<file path="config.mk">
export PLATFORM = sky130hd
export DESIGN_NAME = blras_ctrl
export DESIGN_NICKNAME = d
export VERILOG_FILES = /design/src/hw/rtl/blras_pkg.sv /design/src/hw/rtl/blras_ctrl.sv
export SDC_FILE = /design/constraint.sdc
export NUM_CORES = 1
export LEC_CHECK = 0
export ABC_CLOCK_PERIOD_IN_PS = 1200
export BUFFER_PORTS_ARGS = -buffer_cell sky130_fd_sc_hd__buf_2
export CORE_AREA = 2 2 39 41
export CTS_CLUSTER_DIAMETER = 40
export CTS_CLUSTER_SIZE = 30
export DETAILED_ROUTE_END_ITERATION = 10
export DIE_AREA = 0 0 41 43
export SYNTH_ARGS = -nofsm -noshare
export SYNTH_HDL_FRONTEND = slang
export SYNTH_SLANG_ARGS = --single-unit
</file>
<file path="constraint.sdc">
create_clock -name clock -period 1.2 [get_ports clock]
set_input_delay 0.18 -clock clock [delete_from_list [all_inputs] [get_ports clock]]
set_output_delay 0.18 -clock clock [all_outputs]
set_load 0.02 [all_outputs]
</file>
<file path="src/hw/rtl/blras_pkg.sv">
// ----------------------------------------------------------------------------
// blras_pkg
// Shared types, constants and modular helpers for the lazy range add/sum block.
// ----------------------------------------------------------------------------
package blras_pkg;

   localparam int DATA_W = 30;
   localparam int REQ_IDX_W = 10;

   localparam logic [DATA_W-1:0] MOD_P = 30'd1000000007;

   localparam int NUM_ELEMENTS_DEF = 1024;
   localparam int BLOCK_SIZE_DEF = 32;

   localparam logic OP_ADD = 1'b0;
   localparam logic OP_SUM = 1'b1;

   typedef enum logic [2:0] {
      ST_CLEAR,
      ST_IDLE,
      ST_PREP,
      ST_SETUP,
      ST_ISSUE,
      ST_EXEC,
      ST_FINISH
   } blras_state_type;

   typedef struct packed {
      logic clear;
      logic capture;
      logic prep;
      logic setup;
      logic exec;
      logic load_rsp;
   } blras_cmd_type;

   typedef struct packed {
      logic clear_last;
      logic prep_last;
      logic walk_more;
      logic is_query;
   } blras_status_type;

   function automatic logic [DATA_W-1:0] mod_add(input logic [DATA_W-1:0] a,
                                                 input logic [DATA_W-1:0] b);
      logic [DATA_W:0] s;
      s = {1'b0, a} + {1'b0, b};
      if (s >= {1'b0, MOD_P}) begin
         s = s - {1'b0, MOD_P};
      end
      return s[DATA_W-1:0];
   endfunction

   function automatic logic [DATA_W-1:0] mod_add3(input logic [DATA_W-1:0] a,
                                                  input logic [DATA_W-1:0] b,
                                                  input logic [DATA_W-1:0] c);
      logic [DATA_W+1:0] s;
      logic [DATA_W+1:0] p1;
      logic [DATA_W+1:0] p2;
      p1 = {2'b00, MOD_P};
      p2 = {1'b0, MOD_P, 1'b0};
      s = {2'b00, a} + {2'b00, b} + {2'b00, c};
      if (s >= p2) begin
         s = s - p2;
      end else if (s >= p1) begin
         s = s - p1;
      end
      return s[DATA_W-1:0];
   endfunction

endpackage

</file>
<file path="src/hw/rtl/blras_ctrl.sv">
// ----------------------------------------------------------------------------
// blras_ctrl
// Sequencer: clearing pass, request capture, preparation, setup, element/block walk, result.
// ----------------------------------------------------------------------------
module blras_ctrl (
   input  logic                       clock,
   input  logic                       reset,
   input  logic                       req_valid,
   output logic                       req_ready,
   output logic                       rsp_valid,
   input  logic                       rsp_ready,
   output blras_pkg::blras_cmd_type   cmd,
   input  blras_pkg::blras_status_type status
);

   blras_pkg::blras_state_type state_ff;
   blras_pkg::blras_state_type state_in;
   logic rsp_valid_ff;
   logic rsp_valid_in;

   always_ff @(posedge clock) begin
      if (reset) begin
         state_ff <= blras_pkg::ST_CLEAR;
         rsp_valid_ff <= 1'b0;
      end else begin
         state_ff <= state_in;
         rsp_valid_ff <= rsp_valid_in;
      end
   end

   always_comb begin
      state_in = state_ff;
      cmd = '0;
      req_ready = 1'b0;
      case (state_ff)
         blras_pkg::ST_CLEAR: begin
            cmd.clear = 1'b1;
            if (status.clear_last) begin
               state_in = blras_pkg::ST_IDLE;
            end
         end
         blras_pkg::ST_IDLE: begin
            req_ready = 1'b1;
            if (req_valid) begin
               cmd.capture = 1'b1;
               state_in = blras_pkg::ST_PREP;
            end
         end
         blras_pkg::ST_PREP: begin
            cmd.prep = 1'b1;
            if (status.prep_last) begin
               state_in = blras_pkg::ST_SETUP;
            end
         end
         blras_pkg::ST_SETUP: begin
            cmd.setup = 1'b1;
            state_in = blras_pkg::ST_ISSUE;
         end
         blras_pkg::ST_ISSUE: begin
            if (status.walk_more) begin
               state_in = blras_pkg::ST_EXEC;
            end else begin
               state_in = blras_pkg::ST_FINISH;
            end
         end
         blras_pkg::ST_EXEC: begin
            cmd.exec = 1'b1;
            state_in = blras_pkg::ST_ISSUE;
         end
         blras_pkg::ST_FINISH: begin
            if (!status.is_query) begin
               state_in = blras_pkg::ST_IDLE;
            end else if (!rsp_valid_ff || rsp_ready) begin
               cmd.load_rsp = 1'b1;
               state_in = blras_pkg::ST_IDLE;
            end
         end
         default: begin
            state_in = blras_pkg::ST_IDLE;
         end
      endcase
   end

   always_comb begin
      rsp_valid_in = rsp_valid_ff;
      if (cmd.load_rsp) begin
         rsp_valid_in = 1'b1;
      end else if (rsp_valid_ff && rsp_ready) begin
         rsp_valid_in = 1'b0;
      end
   end

   assign rsp_valid = rsp_valid_ff;

   a_exec_after_issue: assert property (@(posedge clock) disable iff (reset)
      state_ff == blras_pkg::ST_EXEC |-> $past(state_ff) == blras_pkg::ST_ISSUE)
      else $error("walk step executed without a preceding read");

   a_accept_starts_prep: assert property (@(posedge clock) disable iff (reset)
      req_valid && req_ready |=> state_ff == blras_pkg::ST_PREP)
      else $error("accepted request did not start preparation");

   a_rsp_from_finish: assert property (@(posedge clock) disable iff (reset)
      $rose(rsp_valid) |-> $past(state_ff) == blras_pkg::ST_FINISH)
      else $error("result raised outside of finish");

endmodule

</file>
==> impl_results.md, run 1 <==
- Total die area: roughly 1800 um2
- Fillers: 140
- Sequential cell area: about 86 um2
- Initial antenna violation count: 0
- Yosys Warn Count: 0
- CP max-delay cell: dfxtp_2
- EDFF count, synth: 0
- Register area share after synthesis: around 22%
- Worst-Skew Late Latency: about 240 ps
- Largest net degree at the start of global routing: 7
- GRT overflow: 0
- Final worst path period need: between 1000 and 1500 ps
- Hold-fix buffers, CTS: 0
- # IOs: 16
- Clk root buf: clkbuf_4
- Syn Nets: 47
- Total clock sinks: 4
- Post-Synthesis Cells: 39
- Post-Place Cells: 76
- Worst clock skew: slightly above 4 ps
- Register bit total from synthesis: 4
- Met2 usage: between 20% and 30%
- Die X: roughly 40 um
- Max-cap viol count: 0
- Pwr/cell area: 1960 nW/um2
- Worst vdd ir: around 1.1 mV
- Post-Layout Cell Count: 83
- Placeable Area: roughly 1400 um2
- Via count: between 300 and 400
- Status: complete, but fails checks
- M1 GR Usage: between 10 and 15%
- Most used cell, CP: buf_6
- Initial core utilization: 26.4%
- Final period util: 113%
- Final hold violations: 0
- Overall routing resource usage: 13.6%
- DR pass1 iterations: 3
- Antenna diodes: 0
- Mean post-synth cell area: about 9.4 um2
- Crit-path cells: buf_6 -> and2b_2 -> and2_4 -> buf_6
- Main synth FF type: dfxtp_1
- CTS Buffer Depth: 2
- Die Y-Extent: about 43 um
- H-tree depth: 1
- Crit path required time: slightly above 1000 ps
- Failing checks: setup timing
- Reg clk slew, reported paths: ~40 ps
- Inserted Clock Buffers: 3
- Max Clock Freq: approximately 740 MHz
- Synth unique cells: 24
- RSZ-0062 raised after global routing: yes
- Initial DRC Count: 5
- CP max stage delay: 350 ps
- Buffers on Ports: 15
- Gp weighted congestion: 0.829
- FP Rows: 14
- Fraction of registers with async set/reset: 0%
- Worst-Margin Slew: roughly 240 ps
- Nets: 77
- CTS tree: built
- Crit. End Element: output port
- Met3 Use GR: 6.28%
- Final ANT Viol Nets: 0
- Total wire length: approximately 1100 um
- Vias in the first global route: about 380
- DR DRC count: 0
- Wirelength per Cell: approximately 13 um
- P&R area growth vs syn: 85.3%
- Dpl hpwl: 683 um
- Setup violations, final: 10
- Rel. slew slack: around 84%
- Setup WS post-layout: -155 ps
- Setup CP Type: reg2out
- Grt peak-use layer: met2
- Post-Synthesis Cell Area: between 300 and 400 um2
- Crit path max fanout: 3
- Via density: 4.67
- Max Slew Vio Count: 0
- Hold WC Path Type: in2reg
- Worst setup SP type: register
- Layout cell share with drive strength beyond 1: 74.6%
- P_leak: approximately 0.30 nW
- CP Data Arrival Time: 1180 ps
- Global-route wire length before repair: 1550 um
- Fin util: ~50%
- Footprint of the multi-input gates: approximately 300 um2
- Tot Pwr: approximately 1.3 mW
-- power breakdown --
group          switching [mW]  internal (mW)
Clock                  0.0541          0.112
Sequential             0.0366          0.174
Combinational           0.432          0.519
-- flip-flops by register name, summed over array words and instances, names as in the netlist --
register / cells
state_ff: 3
rsp_valid: 1
-- placed cells by master (no fill, tap or decap), types with 2 or more instances in the layout --
master and count:
dfxtp_2 2, buf_4 10, buf_2 9, and2_4 2, nor3b_4 4, buf_6 10
clkbuf_4 3, a21oi_2 2, inv_1 3, a21oi_1 4
-- final cells by class --
cell class / count / share of cell area (%)
Multi-Input combinational cell: 28 / 44.9
Sequential cell: 4 / 12.8
Inverter: 3 / 1.66
Tap cell: 16 / 2.96
Clock buffer: 3 / 3.33
Timing Repair Buffer: 29 / 34.4
-- through the flow --
stage | hold WS (ps) | setup slack, ps | area (um2) | TNS, ps
final | 172 | -155 | 677 | -800
after CTS | 145 | -160 | 637 | -795
after global routing | 176 | -199 | 677 | -1290
after floorplan | 249 | -27.9 | 383 | -27.9
after global placement | 395 | -53.0 | 515 | -53.0
after detailed placement | 399 | -38.8 | 515 | -42.0
-- cells in the mapped netlist, drive strengths merged (2+ instances only) --
| cell | number | share of area (%) |
|---|---|---|
| nand2b | 2 | 3.4 |
| a21oi | 6 | 8.2 |
| inv | 3 | 3.1 |
| dfxtp | 4 | 22 |
| nor3b | 4 | 14 |
| and2 | 2 | 3.4 |
| buf | 4 | 10 |
-- worst max-delay path, delay by kind of cell, from the launching register on --
family                 cells  cell delay, ps
flip-flops                 1             350
AND/OR/NAND/NOR            2             350
buffers and inverters      2             240
-- worst paths after layout --
path	startpoint	cells past startpoint	slack, ps	endpoint
max	state_ff[1]	4	-160	cmd[1]
min reg2reg	rsp_valid	2	540	rsp_valid
max reg2reg	state_ff[1]	5	-70	state_ff[2]
min	reset	2	170	state_ff[1]
-- timing repair --
action                     in CTS  in global routing
setup endpoints to repair       9                 10
resized for setup              20                  9
pin swaps                       2                  5
buffers inserted                4                  0
gates cloned                    0                  0
-- logic make-up (layout without fill, tap and decap cells) --
group	after synthesis	in the layout	synth area share, %
buf+inv	7	35	13.4
compound gates	13	13	28.4
flops	4	4	21.9
simple gates	15	15	36.3
-- metal layers --
layer  vias to the layer above  wire [um]  part of all wire, %
li1                        194          -                    -
met5                         -          0                    0
met2                        13        625                   57
met1                       179        409                   37
met4                         0         14                  1.3
met3                         2         50                  4.5
Note: power is estimated with default switching activity, not from simulation.
==> run 2: changes to the inputs <==
Settings changed: SETUP_SLACK_MARGIN set to 0.2.
==> run 2 against run 1 <==
  * The flow still finishes with violations (setup timing)
  * Wire length down 9.3%
  * Non-clock buffer count up 3
  * Cell area up 0.74%
  * Hold slack worse by 18 ps
  * Via count rose by 3.4%
  * Utilization increased by 0.36 points
  * Global-route usage decreased by 1.2 points
  * Critical path depth stayed put
  * Critical path type unchanged
  * Maximum frequency increased by 1.2%
==> impl_results.md, run 2 (synthesis results as in run 1) <==
- Crit path buf inv count: 2
- Overall routing resource usage: between 10% and 20%
- CP max-delay cell: dfxtp_4
- P_leak: between 0.3 and 0.4 nW
- Fillers: 136
- Vias in the first global route: between 300 and 400
- CTS Buffer Depth: 2
- Max-cap viol count: 0
- Setup WS post-layout: -140 ps
- Setup TNS: -634 ps
- Final period util: 112%
- Crit path max fanout: 7
- Worst clock skew: 4.55 ps
- Commonest non-fill, non-tap cell in the layout: buf_6
- Final ANT Viol Nets: 0
- Initial antenna violation count: 0
- Hold_sp: reset
- Worst hold margin: ~150 ps
- Placeable Area: 1380 um2
- Largest net degree at the start of global routing: 8
- Via count: between 400 and 500
- Rel. slew slack: 82.1%
- Hold WC Path Type: in2reg
- H-tree depth: 1
- Cell family with most CP delay: flip-flops
- Failing checks: setup timing
- Final worst path period need: approximately 1300 ps
- Wirelength per Cell: ~12 um
- Most used cell, CP: buf_6
- P&R area growth vs syn: 86.6%
- CP Data Arrival Time: roughly 1200 ps
- Hold path endpoint: state_ff[1]
- Worst setup SP type: register
- Crit path required time: 1020 ps
- Initial core utilization: about a quarter
- Max Clock Freq: roughly 750 MHz
- Most frequent cells in the layout: buf_6, buf_4, buf_2
- DR pass1 iterations: 4
- Largest Register: state_ff
- RR Endpoint: state_ff[0]
- Die Y-Extent: ~43 um
- Worst-Margin Slew: approximately 270 ps
- Dpl hpwl: around 670 um
- Pwr/cell area: between 2000 and 2500 nW/um2
- Gp weighted congestion: roughly 0.70
- CP max stage delay: between 300 and 400 ps
- Total die area: between 1500 and 2000 um2
- R2R depth: 6
- Inserted Clock Buffers: 3
- Total wire length: between 900 and 1000 um
- Worst Hold Depth: 2
- Sequential cell area: a little over 90 um2
- GRT overflow: 0
- Via density: about 4.7
- Layout cell share with drive strength beyond 1: 72.9%
- Buffers on Ports: 15
- Worst vdd ir: 0.589 mV
- Antenna diodes: 0
- Setup CP Type: reg2out
- Footprint of the multi-input gates: 269 um2
- Status: complete, but fails checks
- Crit-path cells: buf_6 -> nor3b_4 -> and2_4 -> buf_6
- Reg clk slew, reported paths: roughly 40 ps
- FP Rows: 14
- Worst-Skew Late Latency: between 200 and 250 ps
- RSZ-0062 raised after global routing: yes
- Setup violations, final: 10
- Nets: 80
- FF-to-FF Start: state_ff[1]
- Reg-to-reg slack, setup: -70 ps
- DR DRC count: 0
- Global-route wire length before repair: roughly 1400 um
- Final hold violations: 0
- CTS tree: built
- Initial DRC Count: 3
- Max reg flops: 3
- # IOs: 16
- Max Slew Vio Count: 0
- Die X: ~41 um
- Clk root buf: clkbuf_4
- Total clock sinks: 4
- Crit. End Element: output port
==> run 2: power by group <==
| group | switching [mW] | internal [mW] | total [mW] |
|---|---|---|---|
| registers | 0.0664 | 0.184 | 0.250 |
| logic | 0.380 | 0.571 | 0.951 |
| clock network | 0.0515 | 0.112 | 0.163 |
| total | 0.498 | 0.867 | 1.36 |
==> run 2: worst max path at each step <==
stage,to,start,depth (start not counted)
finish,cmd[4],state_ff[1],4
global route,cmd[4],state_ff[1],4
CTS,cmd[4],state_ff[1],4
detailed placement,state_ff[1],state_ff[2],4
global placement,state_ff[1],state_ff[1],5
floorplan,cmd[4],state_ff[0],3
==> run 2: through the flow <==
step	util [%]	total power, mW	instance area [um2]	setup WS (ps)	instances
2_1_floorplan	-	0.733	400	23.5	39
3_3_place_gp	37.7	0.936	522	-35.9	75
3_5_place_dp	37.7	0.946	522	-45.6	75
4_1_cts	47.9	1.35	663	-147	85
5_1_grt	49.3	1.45	682	-198	86
6_report	49.3	1.36	682	-140	86
==> run 2: per-layer routing <==
layer	vias to the layer above	track usage (%)	routed length, um
met2	8	20.0	575
met3	0	3.14	28
met5	-	0	0
met1	191	13.1	394
li1	202	-	-
met4	0	8.00	0
==> run 2: cell type report <==
class                           instances  share of cell area, %
Clock buffer                            3                   3.30
Inverter                                3                   1.65
Multi-Input combinational cell         28                   39.4
Sequential cell                         4                   13.6
Tap cell                               16                   2.94
Timing Repair Buffer                   32                   39.1
==> run 2: worst reg2reg max path, stage by stage, from the launching register on <==
cell	delay, ps
dfxtp_4	360
buf_6	120
buf_4	130
nor3b_4	230
o21bai_4	90
a21oi_1	160
a311oi_1	60
==> run 2: timing repair <==
item	CTS	global route
setup buffers	7	1
gates resized for setup	22	3
hold buffers	0	0
endpoints found under the setup margin	10	10
pin swaps	10	3
==> run 3: changes to the inputs <==
Settings changed: CORE_AREA 2 2 39 41 to 2 2 40 42, DIE_AREA 0 0 41 43 to 0 0 42 44.
==> run 3 against run 2 <==
  * Non-clock buffer count decreased by 2
  * Die area grew 4.8%
  * Largest power group unchanged
  * Sequential power is essentially flat
  * The run still ends with setup timing left
  * Sequential cell count unchanged
  * Critical path type unchanged
==> impl_results.md, run 3 (synthesis results as in run 1) <==
- Status: complete, but fails checks
- Failing checks: setup timing
- Post-Layout Cell Count: 84
- Max reg flops: 3
- Post-Place Cells: 72
- Total clock sinks: 4
- WL met1: around 420 um
- Placeable Area: approximately 1400 um2
- CTS tree: built
- Largest Register: state_ff
- CP Data Arrival Time: 1150 ps
- Reg clk slew, reported paths: 40 ps
- Crit path max fanout: 6
- Hold_sp: reset
- Commonest non-fill, non-tap cell in the layout: buf_6
- Die Y-Extent: ~44 um
- Total wire length: around 1100 um
- Buffers on Ports: 15
- Hold path endpoint: rsp_valid
- Met2 routed wirelength: between 600 and 700 um
- R2R depth: 5
- Top layer in use: met3
- Overall routing resource usage: between 10% and 20%
- Initial antenna violation count: 0
- DP Worst Slack: -107 ps
- Setup violations, final: 9
- CP max stage delay: 360 ps
- Pwr/cell area: around 2000 nW/um2
- Via density: between 4 and 5
- Final period util: 111%
- Final hold violations: 0
- Final ANT Viol Nets: 0
- Worst vdd ir: between 1 and 1.5 mV
- Fin util: between 40% and 50%
- GRT overflow: 0
- Global-route wire length before repair: approximately 1700 um
- H-tree depth: 1
- Max Slew Vio Count: 0
- Total die area: about 1800 um2
- P&R area growth vs syn: 87.0%
- DR DRC count: 0
- Dpl hpwl: between 700 and 800 um
- FF-to-FF Start: state_ff[0]
- Initial core utilization: around 26%
- Via count: 396
- Final worst path period need: about 1300 ps
- CTS Buffer Depth: 2
- Rel. slew slack: roughly 80%
- Wirelength per Cell: roughly 13 um
- Crit path buf inv count: 2
- Die X: between 40 and 50 um
- Setup WS post-layout: -128 ps
- # IOs: 16
- Worst-Margin Slew: between 200 and 300 ps
- Vias in the first global route: 420
- Cell family with most CP delay: flip-flops
- RSZ-0062 raised after global routing: yes
- Worst hold margin: 151 ps
- Most used cell, CP: buf_6
- Reg-to-reg slack, setup: -50 ps
- Gp weighted congestion: between 0.7 and 0.8
- Largest net degree at the start of global routing: 8
- DR pass1 iterations: 1
- Inserted Clock Buffers: 3
- Met3 WL post-DR: 35 um
- Clk root buf: clkbuf_4
- Initial DRC Count: 0
- FP Rows: 14
- Max Clock Freq: approximately 750 MHz
- RR Endpoint: state_ff[0]
- Design area: ~700 um2
- Worst Hold Depth: 2
- Post-DP Area: roughly 500 um2
- Antenna diodes: 0
- Max-cap viol count: 0
- P_leak: just over 0.3 nW
- Crit-path cells: buf_6 -> nor3b_4 -> and2_4 -> buf_6
- Most frequent cells in the layout: buf_6, buf_2, buf_4
- Crit. End Element: output port
- Crit path required time: 1020 ps
- Setup CP Type: reg2out
- Hold WC Path Type: in2reg
- Worst-Skew Late Latency: between 200 and 250 ps
- Worst clock skew: slightly below 4 ps
- Worst setup SP type: register
- CP max-delay cell: dfxtp_4
- Nets: roughly 80
- Layout cell share with drive strength beyond 1: 75.0%
run 3: changes by cell type in the layout (fill, tap and decap cells not counted):
cell	before	now
a2bb2oi_4	0	1
buf_6	13	12
a311oi_1	1	0
a311oi_2	0	1
nor2_1	1	0
buf_4	10	9
nor2_2	0	1
a2bb2oi_2	1	0
run 3: layout make-up:
| type | count | area, um2 |
|---|---|---|
| fillers | 136 | 736 |
| inverters | 3 | 11.3 |
| repair buffers | 30 | 248 |
| flip-flops and latches | 4 | 92.6 |
| multi-input cells | 28 | 289 |
| clock buffers | 3 | 22.5 |
| well taps | 16 | 20.0 |
run 3: power breakdown:
part / internal (mW) / leakage [nW] / switching, mW
Clock: 0.111 / 0.0138 / 0.0484
Sequential: 0.184 / 0.0353 / 0.0684
Combinational: 0.555 / 0.254 / 0.396
run 3: per-layer routing:
metal,vias up,track usage [%]
met5,-,0
met4,0,3.87
met3,0,5.00
met2,11,23.8
met1,189,12.6
li1,196,-
run 3: worst max-delay path by stage:
stage	start	to	slack [ps]	depth (start not counted)
after floorplan	state_ff[0]	cmd[4]	20	3
after global placement	state_ff[1]	cmd[1]	4	3
after detailed placement	state_ff[1]	state_ff[0]	-110	5
after CTS	state_ff[1]	cmd[4]	-140	4
after global routing	state_ff[2]	cmd[4]	-180	4
final	state_ff[2]	cmd[4]	-130	4
run 3: repair_timing:
item,4_1_cts,5_1_grt
setup buffers,5,4
endpoints found under the setup margin,10,10
gates resized for setup,24,3
hold buffers,0,0
pin swaps,6,6
run 3: metrics by stage:
stage / total power, mW / setup TNS (ps)
after floorplan: 0.733 / 0
after global placement: 0.876 / 0
after detailed placement: 0.887 / -195
after CTS: 1.27 / -731
after global routing: 1.46 / -1080
final: 1.36 / -595
run 3: worst reg2reg max path: stages, from the launching register on:
cell and delay [ps]:
dfxtp_4 360, nand4b_1 220, buf_4 190, a2bb2oi_4 170, a21oi_2 130, a311oi_2 50
